### src/hw/rtl/kvt_pkg.sv
// Shared constants for the key-value table: sizes, operation and status codes.
`timescale 1ns / 1ps

package kvt_pkg;

  // Table geometry
  localparam int unsigned CAPACITY   = 16;
  localparam int unsigned KEY_BITS   = 32;
  localparam int unsigned VALUE_BITS = 32;
  localparam int unsigned IDX_W      = (CAPACITY > 1) ? $clog2(CAPACITY) : 1;

  // Port field widths
  localparam int unsigned FUNC_W      = 2;
  localparam int unsigned KEY_IN_W    = 32;
  localparam int unsigned VALUE_IN_W  = 32;
  localparam int unsigned STATUS_W    = 2;

  // Operation codes
  localparam logic [FUNC_W-1:0] OP_ADD    = 2'd0;
  localparam logic [FUNC_W-1:0] OP_REMOVE = 2'd1;
  localparam logic [FUNC_W-1:0] OP_SEARCH = 2'd2;

  // Status codes
  localparam logic [STATUS_W-1:0] ST_OK        = 2'd0;
  localparam logic [STATUS_W-1:0] ST_NOT_FOUND = 2'd1;
  localparam logic [STATUS_W-1:0] ST_FULL      = 2'd2;
  localparam logic [STATUS_W-1:0] ST_NULL      = 2'd3;

endpackage

### src/hw/rtl/key_value_table_linear_search.sv
// Top level of the key-value table: request sequencer, entry memories and result register.
`timescale 1ns / 1ps

// Bounded key-value table with a linear search. Each item carries an operation
// (add or update, remove, search), a key and a value; each item produces exactly
// one result with a status and a value. Keys and values live in two single-port
// synchronous memories of CAPACITY entries; per-entry valid bits sit in flops
// and are cleared by reset, so there is no clearing pass. An item is scanned
// with one memory read per entry; each read entry is compared against the key,
// the last one in a drain state, and a done state then writes back and loads
// the result, waiting while the result register is full and stalled. The next
// item is taken in that write-back cycle when the result register is free. The
// result register lets the result wait while the next item is already scanning.
module key_value_table_linear_search (
  input  logic                               clk_i,
  input  logic                               rst_ni,
  input  logic                               in_valid_i,
  output logic                               in_stall_o,
  input  logic [kvt_pkg::FUNC_W-1:0]         func_i,
  input  logic [kvt_pkg::KEY_IN_W-1:0]       key_i,
  input  logic [kvt_pkg::VALUE_IN_W-1:0]     value_i,
  output logic                               out_valid_o,
  input  logic                               out_stall_i,
  output logic [kvt_pkg::STATUS_W-1:0]       status_o,
  output logic [kvt_pkg::VALUE_IN_W-1:0]     result_value_o
);
  import kvt_pkg::*;

  localparam logic [1:0] S_IDLE  = 2'd0;
  localparam logic [1:0] S_SCAN  = 2'd1;
  localparam logic [1:0] S_DRAIN = 2'd2;
  localparam logic [1:0] S_DONE  = 2'd3;

  localparam logic [IDX_W-1:0] LAST_IDX = IDX_W'(CAPACITY - 1);

  // Control state
  logic [1:0]          state_q, state_d;
  logic [IDX_W-1:0]    scan_addr_q, scan_addr_d;
  logic                cmp_vld_q, cmp_vld_d;
  logic [IDX_W-1:0]    cmp_idx_q, cmp_idx_d;
  logic [CAPACITY-1:0] valid_q, valid_d;
  logic                hit_q, hit_d;
  logic                free_fnd_q, free_fnd_d;
  logic                out_valid_q, out_valid_d;

  // Payload state
  logic [FUNC_W-1:0]     func_q;
  logic [KEY_BITS-1:0]   key_q;
  logic [VALUE_BITS-1:0] value_q;
  logic [IDX_W-1:0]      hit_idx_q, hit_idx_d;
  logic [VALUE_BITS-1:0] hit_val_q, hit_val_d;
  logic [IDX_W-1:0]      free_idx_q, free_idx_d;
  logic [STATUS_W-1:0]   status_q, status_d;
  logic [VALUE_IN_W-1:0] result_q, result_d;

  // Entry memories
  logic [KEY_BITS-1:0]   key_mem [CAPACITY];
  logic [VALUE_BITS-1:0] val_mem [CAPACITY];
  logic [KEY_BITS-1:0]   key_rd_q;
  logic [VALUE_BITS-1:0] val_rd_q;

  logic                in_accept;
  logic                out_load;
  logic                rd_en;
  logic                hit_now;
  logic                free_now;
  logic                value_nz;
  logic                key_we;
  logic                val_we;
  logic [IDX_W-1:0]    wr_idx;

  // Handshake
  assign out_load   = (state_q == S_DONE) && (!out_valid_q || !out_stall_i);
  assign in_stall_o = !((state_q == S_IDLE) || out_load);
  assign in_accept  = in_valid_i && !in_stall_o;
  assign rd_en      = (state_q == S_SCAN);

  // Compare the entry read in the previous cycle
  assign hit_now  = cmp_vld_q && valid_q[cmp_idx_q] && (key_rd_q == key_q);
  assign free_now = cmp_vld_q && !valid_q[cmp_idx_q];

  // Write-back decisions
  assign value_nz = (value_q != '0);
  assign val_we   = out_load && (func_q == OP_ADD) && value_nz && (hit_q || free_fnd_q);
  assign key_we   = out_load && (func_q == OP_ADD) && value_nz && !hit_q && free_fnd_q;
  assign wr_idx   = hit_q ? hit_idx_q : free_idx_q;

  // Key memory: one write or one read a cycle
  always_ff @(posedge clk_i) begin
    if (key_we) begin
      key_mem[wr_idx] <= key_q;
    end
    if (rd_en) begin
      key_rd_q <= key_mem[scan_addr_q];
    end
  end

  // Value memory: one write or one read a cycle
  always_ff @(posedge clk_i) begin
    if (val_we) begin
      val_mem[wr_idx] <= value_q;
    end
    if (rd_en) begin
      val_rd_q <= val_mem[scan_addr_q];
    end
  end

  // Sequencer and scan bookkeeping
  always_comb begin
    state_d     = state_q;
    scan_addr_d = scan_addr_q;
    cmp_vld_d   = 1'b0;
    cmp_idx_d   = cmp_idx_q;
    hit_d       = hit_q;
    hit_idx_d   = hit_idx_q;
    hit_val_d   = hit_val_q;
    free_fnd_d  = free_fnd_q;
    free_idx_d  = free_idx_q;

    // Record the match and the lowest free slot
    if (hit_now) begin
      hit_d     = 1'b1;
      hit_idx_d = cmp_idx_q;
      hit_val_d = val_rd_q;
    end
    if (free_now && !free_fnd_q) begin
      free_fnd_d = 1'b1;
      free_idx_d = cmp_idx_q;
    end

    case (state_q)
      S_IDLE: begin
      end
      S_SCAN: begin
        cmp_vld_d = 1'b1;
        cmp_idx_d = scan_addr_q;
        if (scan_addr_q == LAST_IDX) begin
          state_d = S_DRAIN;
        end else begin
          scan_addr_d = scan_addr_q + IDX_W'(1);
        end
      end
      S_DRAIN: begin
        state_d = S_DONE;
      end
      S_DONE: begin
        if (out_load) begin
          state_d = S_IDLE;
        end
      end
      default: begin
        state_d = S_IDLE;
      end
    endcase

    // Start a new scan
    if (in_accept) begin
      state_d     = S_SCAN;
      scan_addr_d = '0;
      hit_d       = 1'b0;
      free_fnd_d  = 1'b0;
    end
  end

  // Result and valid-bit update
  always_comb begin
    status_d = ST_NOT_FOUND;
    result_d = '0;
    valid_d  = valid_q;
    case (func_q)
      OP_ADD: begin
        if (!value_nz) begin
          status_d = ST_NULL;
        end else if (hit_q || free_fnd_q) begin
          status_d = ST_OK;
          result_d = VALUE_IN_W'(value_q);
        end else begin
          status_d = ST_FULL;
        end
      end
      OP_REMOVE, OP_SEARCH: begin
        if (hit_q) begin
          status_d = ST_OK;
          result_d = VALUE_IN_W'(hit_val_q);
        end
      end
      default: begin
        status_d = ST_NOT_FOUND;
      end
    endcase
    if (key_we) begin
      valid_d[free_idx_q] = 1'b1;
    end
    if (out_load && (func_q == OP_REMOVE) && hit_q) begin
      valid_d[hit_idx_q] = 1'b0;
    end
  end

  // Output register: load on write-back, drop once taken
  always_comb begin
    out_valid_d = out_valid_q && out_stall_i;
    if (out_load) begin
      out_valid_d = 1'b1;
    end
  end

  // Control registers
  always_ff @(posedge clk_i or negedge rst_ni) begin
    if (!rst_ni) begin
      state_q     <= S_IDLE;
      scan_addr_q <= '0;
      cmp_vld_q   <= 1'b0;
      cmp_idx_q   <= '0;
      valid_q     <= '0;
      hit_q       <= 1'b0;
      free_fnd_q  <= 1'b0;
      out_valid_q <= 1'b0;
    end else begin
      state_q     <= state_d;
      scan_addr_q <= scan_addr_d;
      cmp_vld_q   <= cmp_vld_d;
      cmp_idx_q   <= cmp_idx_d;
      valid_q     <= valid_d;
      hit_q       <= hit_d;
      free_fnd_q  <= free_fnd_d;
      out_valid_q <= out_valid_d;
    end
  end

  // Payload registers
  always_ff @(posedge clk_i) begin
    if (in_accept) begin
      func_q  <= func_i;
      key_q   <= key_i[KEY_BITS-1:0];
      value_q <= value_i[VALUE_BITS-1:0];
    end
    hit_idx_q  <= hit_idx_d;
    hit_val_q  <= hit_val_d;
    free_idx_q <= free_idx_d;
    if (out_load) begin
      status_q <= status_d;
      result_q <= result_d;
    end
  end

  assign out_valid_o    = out_valid_q;
  assign status_o       = status_q;
  assign result_value_o = result_q;

  // Keys are unique: a scan never matches twice
  assert property (@(posedge clk_i) disable iff (!rst_ni)
    hit_now |-> !hit_q)
    else $error("second key match within one scan");

  // An accepted item starts its scan at entry zero
  assert property (@(posedge clk_i) disable iff (!rst_ni)
    in_accept |=> (state_q == S_SCAN) && (scan_addr_q == '0))
    else $error("scan did not start at entry zero");

  // Full is reported only when every entry is in use
  assert property (@(posedge clk_i) disable iff (!rst_ni)
    (out_load && (status_d == ST_FULL)) |-> (&valid_q))
    else $error("table full reported with a free entry");

  // A successful remove frees the matched entry
  assert property (@(posedge clk_i) disable iff (!rst_ni)
    (out_load && (func_q == OP_REMOVE) && hit_q) |=> !valid_q[$past(hit_idx_q)])
    else $error("removed entry still valid");

endmodule

### config.mk
export PLATFORM = sky130hd
export DESIGN_NAME = key_value_table_linear_search
export DESIGN_NICKNAME = d
export VERILOG_FILES = /design/src/hw/rtl/kvt_pkg.sv /design/src/hw/rtl/key_value_table_linear_search.sv
export SDC_FILE = /design/constraint.sdc
export NUM_CORES = 1
export LEC_CHECK = 0
export BUFFER_PORTS_ARGS = -buffer_cell sky130_fd_sc_hd__buf_2
export CAP_MARGIN = 15
export CORE_MARGIN = 3
export CORE_UTILIZATION = 30
export DETAILED_ROUTE_END_ITERATION = 7
export GPL_ROUTABILITY_DRIVEN = 0
export GPL_TIMING_DRIVEN = 0
export SYNTH_ARGS = -nofsm -noshare
export SYNTH_HDL_FRONTEND = slang
export SYNTH_SLANG_ARGS = --single-unit
### constraint.sdc
create_clock -name clk_i -period 9.2 [get_ports clk_i]
set_input_delay 0.92 -clock clk_i [delete_from_list [all_inputs] [get_ports clk_i]]
set_output_delay 0.92 -clock clk_i [all_outputs]
set_load 0.01 [all_outputs]
==> results.cfg, run 1 <==
[floorplan]
initial_utilization_pct = 30.3
core_um2 = 157000
die_h_um = 405
io-pin-count = 106
dieArea_um2 = 164000
row_count = 145
die_w_um = 405

[detailed_routing]
drc = 0
ant_nets = 0
drt_iter0_markers = 2779
wl_mm = 120
drt_first_pass_iters = 5
vias = 22900
wl_per_cell_um = 26.3
viasPerCell = 5.04

[sta]
hold_viol = 0
post-route-min-period_ps = 4120
relSlewSlack_pct = 23.7
fmax_mhz = 243
final.period_utilization_pct = 44.8
worst_slack_ps = 5080
rsz0062_at_grt = false
slew_viol_final = 0
finClkSkew_ps = 37.3
final-setup-viol-count = 0
tightest_slew_ps = 1140

[global_route]
met1_usage_pct = 19.4
overflow = 0
antenna_found_initial = 10
grt_start_max_net_pins = 37
grt_pass1_wl_mm = 172
grt-busiest-layer = met2
track_usage_pct = 14.5
grt_pass1_vias = 23400
met2_usage_pct = 24.5
grt_use_met3_pct = 2.05

[layout]
syn2layout_area_growth_pct = 17.3
final_layout_size_suffix_gt1_share_pct = 31.7
instances_no_fill = 4544
fillers = 14400
nets = 2464

[critical_path]
crit_path_end_kind = register
crit_chain = nor4_1, nand4_1, clkbuf_1, o211ai_1, nor2_4, buf_12
critPathMaxFanout = 18
arrival_ps = 4510
critPathRequiredTime_ps = 9590
critPathMaxStageDelay_ps = 810
cp_slowest_cell = edfxtp_1
path_class = reg -> reg
crit_path_start_kind = register

[power_and_ir_drop]
ir_worst_vdd_mv = 0.197
p_per_area_nw_per_um2 = 272
p_leak_nw = 17.3

[clock_tree]
cts.sinks = 1258
cts-root-buf = clkbuf_16
clock_latency_ps = 720
postCtsSetupBuffers = 0
cts_max_level = 3
cts_tree = built
cts.clk_slew.worst_paths_ps = 60
postCtsHoldBufs = 0
cts_buffer_depth = 3
cts_resized = 0
cts_buffers = 115

[run]
max_cap_violations = 0

[yosys]
syn_inst = 2039
ys.flop_type = edfxtp_1
yosysTopAreaCellShare_pct = 77.3
synth_area_um2 = 47700
syn-mean-instance-area_um2 = 23.4
synthArstFlopShare_pct = 2.38
synth-seq-cells = 1258
ys_warn_count = 0
synth_nets = 2113
synth_edf_count = 1228
synth_seq_area_share_pct = 78.9
synth_cell_type_count = 43
synth_largest_area_cell = edfxtp_1
synth.area.top_cells = edfxtp_1 (77%), mux4_2 (15%), dfrtp_1 (1.6%), o2111ai_1 (0.90%), xor2_1 (0.59%)

[status]
status = finished clean

[placement]
portBuffers = 105
place_ws_ps = 5070
place_inst = 4328
dpl.hpwl_mm = 79.2

[hold_path]
worstHoldPathType = in -> async
==> synthesized netlist by cell type (all sizes together), types with 3 or more instances <==
library cell / instances
a21oi: 38
a22oi: 13
a31oi: 3
a32oi: 4
and2: 5
buf: 42
clkbuf: 63
dfrtp: 30
edfxtp: 1228
ha: 4
inv: 31
mux2i: 3
mux4: 324
nand2: 55
nand3: 5
nand4: 5
nor2: 19
nor2b: 8
nor3: 23
nor3b: 3
nor4: 27
o2111ai: 49
o21ai: 3
xnor2: 3
xor2: 32
==> power breakdown <==
part	internal, mW	switching, mW	total [mW]
Sequential	6.92	0.349	7.27
Combinational	1.57	1.83	3.39
Clock	2.50	2.05	4.55
==> worst paths after layout <==
| check | from | end | slack [ps] | depth (start not counted) |
|---|---|---|---|---|
| max | value_q[9]$_DFFE_PP_ | key_mem[6][22]$_DFFE_PP_ | 5080 | 6 |
| min | rst_ni | out_valid_o$_DFF_PN0_ | 280 | 1 |
| max reg2reg | value_q[9]$_DFFE_PP_ | key_mem[6][22]$_DFFE_PP_ | 5080 | 6 |
| min reg2reg | val_rd_q[11]$_DFFE_PP_ | hit_val_q[11]$_DFFE_PP_ | 410 | 0 |
| max in group asynchronous | rst_ni | free_fnd_q$_DFFE_PN0P_ | 8410 | 1 |
| min in group clk_i | value_i[0] | value_q[0]$_DFFE_PP_ | 380 | 1 |
==> cells in the final DEF (no fill, tap or decap), types with 4 or more instances in the layout <==
| master | Yosys | final |
|---|---|---|
| edfxtp_1 | 1228 | 1228 |
| mux4_2 | 324 | 324 |
| clkbuf_16 | 0 | 117 |
| buf_2 | 11 | 116 |
| clkbuf_1 | 63 | 94 |
| buf_6 | 24 | 87 |
| nand2_1 | 55 | 55 |
| o2111ai_1 | 49 | 49 |
| buf_4 | 0 | 42 |
| a21oi_1 | 38 | 38 |
| xor2_1 | 32 | 32 |
| dfrtp_1 | 30 | 30 |
| clkinv_2 | 0 | 23 |
| clkinv_1 | 0 | 23 |
| inv_1 | 31 | 21 |
| nor4_1 | 27 | 21 |
| nor2_1 | 19 | 16 |
| nor3_2 | 0 | 16 |
| buf_12 | 0 | 14 |
| a22oi_1 | 13 | 13 |
| inv_2 | 0 | 9 |
| buf_8 | 0 | 9 |
| nor2b_1 | 8 | 8 |
| buf_1 | 7 | 7 |
| nor3_1 | 23 | 7 |
| nor4_2 | 0 | 6 |
| bufinv_16 | 0 | 6 |
| nand4_1 | 5 | 5 |
| and2_1 | 5 | 5 |
| nand3_1 | 5 | 5 |
| clkinvlp_4 | 0 | 5 |
| a32oi_1 | 4 | 4 |
| ha_1 | 4 | 4 |
==> registers in the layout (all words and copies together), names as in the netlist, 16 cells and up <==
name,flops
hit_val_q,32
key_mem,512
key_q,32
key_rd_q,32
result_value_o,32
val_mem,512
val_rd_q,32
valid_q,16
value_q,32
==> metrics by stage <==
step	util, %	hold WS (ps)	power, mW	TNS, ps	cell area (µm²)
floorplan	-	400	9.57	0	47700
global placement	32.3	401	10.8	-172920	50800
detailed placement	33.3	405	10.8	0	52400
CTS	35.6	273	15.4	0	55900
global route	35.6	328	15.8	0	55900
finish	35.6	278	15.2	0	55900
==> per-layer routing <==
metal | up-vias | share of wire (%)
met5 | - | 0.034
met4 | 6 | 2.9
met3 | 195 | 6.3
met2 | 926 | 50
met1 | 12400 | 41
li1 | 9406 | -
==> critical path, delay by kind of cell (launching register included) <==
family / cells / cell delay (ps)
AO/OA/AOI/OAI: 1 / 340
buffers and inverters: 2 / 1070
AND/OR/NAND/NOR: 3 / 1510
flip-flops: 1 / 810
==> kinds of logic after synthesis <==
kind of cell,count (synthesis),synth area share [%]
simple gates,159,1.65
xor+xnor,35,0.643
fa+ha+maj,4,0.105
buf+inv,136,1.48
mux,327,15.4
flops,1258,78.9
compound gates,120,1.83
==> area by class of cell <==
cell class | count | area, µm² | area share [%]
Buffer | 105 | 588 | 1.05
Inverter | 31 | 119 | 0.212
Antenna cell | 3 | 7.51 | 0.0134
Clock buffer | 148 | 3040 | 5.44
Tap cell | 2058 | 2570 | 4.60
Sequential cell | 1258 | 37600 | 67.3
Timing Repair Buffer | 234 | 1990 | 3.56
Clock inverter | 62 | 492 | 0.879
Multi-Input combinational cell | 645 | 9490 | 17.0
(Power assumes the default switching activity.)
==> inputs of run 2 (changes only) <==
--- a/config.mk
+++ b/config.mk
@@ -5,6 +5,7 @@
 export SDC_FILE = /design/constraint.sdc
 export NUM_CORES = 1
 export LEC_CHECK = 0
+export ABC_AREA = 1
 export BUFFER_PORTS_ARGS = -buffer_cell sky130_fd_sc_hd__buf_2
 export CAP_MARGIN = 15
 export CORE_MARGIN = 3
==> constraint.sdc (replaced) <==
create_clock -name clk_i -period 3.66 [get_ports clk_i]
set_input_delay 0.366 -clock clk_i [delete_from_list [all_inputs] [get_ports clk_i]]
set_output_delay 0.366 -clock clk_i [all_outputs]
set_load 0.01 [all_outputs]
==> run 2 against run 1 <==
Effect of this change: clock-buffer cell count shrank 7; clock power grew to 2.6 times the previous value; utilization grew 0.17 points; first-iteration DRC count grew 34%; via count grew 38%; synthesized area grew 2.5%; sequential share of layout area shrank 2.0 points; total power grew to 2.9 times the previous value; worst setup slack lost 5100 ps; final area grew 3.0%; fmax grew 13%.
==> results.cfg, run 2 <==
[sta]
post-route-min-period_ps = 3640
relSlewSlack_pct = 29.1
finClkSkew_ps = 32.3
hold_viol = 0
slew_viol_final = 0
finalSetupTns_ps = 0
tightest_slew_ps = 1060
worst_slack_ps = 21.0
fmax_mhz = 275
final.period_utilization_pct = 99.4
final-setup-viol-count = 0

[global_route]
track_usage_pct = 17.2
grt_start_max_net_pins = 39
met1_usage_pct = 22.9
met2_usage_pct = 28.3
grt_pass1_vias = 30500
grt-busiest-layer = met2
grt_use_met3_pct = 2.78
grt_pass1_wl_mm = 213
overflow = 0
antenna_found_initial = 7

[detailed_routing]
ant_nets = 0
wl_mm = 148
drt_iter0_markers = 3722
viasPerCell = 5.10
drt_first_pass_iters = 6
wl_per_cell_um = 23.9
vias = 31700
drc = 0

[critical_path]
critPathRequiredTime_ps = 4130
regToRegSetupSlack_ps = 20
crit_path_end_kind = register
r2r_cells = 8
path_class = reg -> reg
critPathMaxFanout = 25
reg2reg_to = val_mem[15][1]$_DFFE_PP_
reg2reg_from = value_q[2]$_DFFE_PP_
arrival_ps = 4110
crit_path_start_kind = register

[placement]
portBuffers = 105
dpl.hpwl_mm = 101
place_inst = 5917
place_ws_ps = -184

[floorplan]
row_count = 147
initial_utilization_pct = 30.3
die_w_um = 410
core_um2 = 161000
die_h_um = 410
io-pin-count = 106
dieArea_um2 = 168000

[layout]
reg_top3 = key_mem x512, val_mem x512
nets = 4023
instances_no_fill = 6206
layout_commonest_cell = edfxtp_1
finish.utilization_pct = 35.8
layout_common_cells = edfxtp_1 (1,228), nor2_1 (598), o21ai_0 (480)
final_layout_size_suffix_gt1_share_pct = 11.8
syn2layout_area_growth_pct = 18.0

[yosys]
synth_area_um2 = 48800
synth.area.top_cells = edfxtp_1 (75%), o21ai_0 (4.9%), nor2_1 (4.7%), nand2_1 (2.2%), o22ai_1 (2.1%)
synthArstFlopShare_pct = 2.38
syn-mean-instance-area_um2 = 13.6
synth_top_family_by_area = compound AO/OA/AOI/OAI gates
synthMuxAreaShare_pct = 0
synth_largest_area_cell = edfxtp_1
syn_inst = 3597
synth-compound-area-share_pct = 10.2
synthSimpleGateAreaFrac_pct = 9.31
ys.flop_type = edfxtp_1
yosysMostFrequentCell = edfxtp_1
synthAdderAreaFrac_pct = 0.102
synth_edf_count = 1228
synth_common_cells = edfxtp_1 (1,228), nor2_1 (616), o21ai_0 (480), nand2_1 (284), nand3_1 (169)
synth-seq-cells = 1258
ys_warn_count = 0
synth-xor-area-share_pct = 0.179
synth_nets = 3671
synth_seq_area_share_pct = 77.0
yosysTopAreaCellShare_pct = 75.5
synth_cell_type_count = 35

[power_and_ir_drop]
p_per_area_nw_per_um2 = 762
ir_worst_vdd_mv = 0.504
power.total_mw = 43.9
p_leak_nw = 18.6

[clock_tree]
clock_latency_ps = 740
cts_tree = built
cts.clk_slew.worst_paths_ps = 60
cts_buffer_depth = 3
cts_max_level = 3
cts.sinks = 1258
cts-root-buf = clkbuf_16
cts_buffers = 114

[hold_path]
worstHoldPathType = in -> async

[status]
status = finished clean

[run]
max_cap_violations = 0
run 2: cell count changes after synthesis, moves of 49 or more:
cell and delta:
buf_2 +56, clkbuf_1 +52, inv_1 +70, mux4_2 -324
nand2_1 +229, nand3_1 +164, nor2_1 +597, o2111ai_1 -49
o21ai_0 +478, o221ai_1 +99, o22ai_1 +161
run 2: logic make-up after synthesis:
group / count (synthesis)
buffers and inverters: 334
adders and majority gates: 4
xor gates and xnor gates: 10
AOI/OAI and AO/OA: 870
DFF: 1258
and+or+nand+nor: 1121
run 2: worst max-delay path by stage:
stage | start | end | cells after the start
floorplan | state_q[1]$_DFFE_PN0P_ | key_mem[0][0]$_DFFE_PP_ | 6
detailed placement | out_stall_i | val_mem[8][4]$_DFFE_PP_ | 8
global placement | value_q[9]$_DFFE_PP_ | key_mem[10][23]$_DFFE_PP_ | 7
global route | value_q[2]$_DFFE_PP_ | val_mem[8][8]$_DFFE_PP_ | 8
finish | value_q[2]$_DFFE_PP_ | val_mem[15][1]$_DFFE_PP_ | 8
CTS | value_q[3]$_DFFE_PP_ | key_mem[7][27]$_DFFE_PP_ | 9
run 2: layout make-up:
cell class | instances | area (µm²)
clock inverters | 69 | 698
inverters | 110 | 423
well taps | 2160 | 2700
clock buffers | 141 | 3010
fillers | 15500 | 103000
diodes | 3 | 7.51
repair buffers | 236 | 2160
flip-flops and latches | 1258 | 37600
multi-input cells | 2005 | 9900
plain buffers | 224 | 1110
run 2: where the power goes:
group          total, mW  switching (mW)  internal (mW)
registers           19.0            1.28           17.8
logic               12.9            9.41           3.51
clock network       11.9            5.32           6.62
run 2: layer usage:
metal	up-vias	share of wire [%]
li1	14100	-
met1	15800	41
met2	1523	48
met3	248	7.9
met4	2	3.5
met5	-	0.0088
run 2: per-stage QoR:
stage	hold slack [ps]	cell area [µm²]
after floorplan	70.4	48800
after global placement	404	52100
after detailed placement	405	53100
after CTS	299	57500
after global routing	333	57600
final	306	57600
run 2: critical path, cell delays in order (launching register included):
cell      delay, ps
edfxtp_1        630
nor2_1          390
nand4_1         140
nor2_1          240
nand4_1         430
nand4_2         470
buf_2           530
nor2_4          250
buf_12          240
run 2: repair_timing:
| action | in CTS | in global routing |
|---|---|---|
| endpoints found under the hold margin | 99 | 0 |
| resized for setup | 1 | 5 |
| endpoints found under the setup margin | 255 | 168 |
| hold buffers | 69 | 0 |
| setup buffers | 1 | 6 |
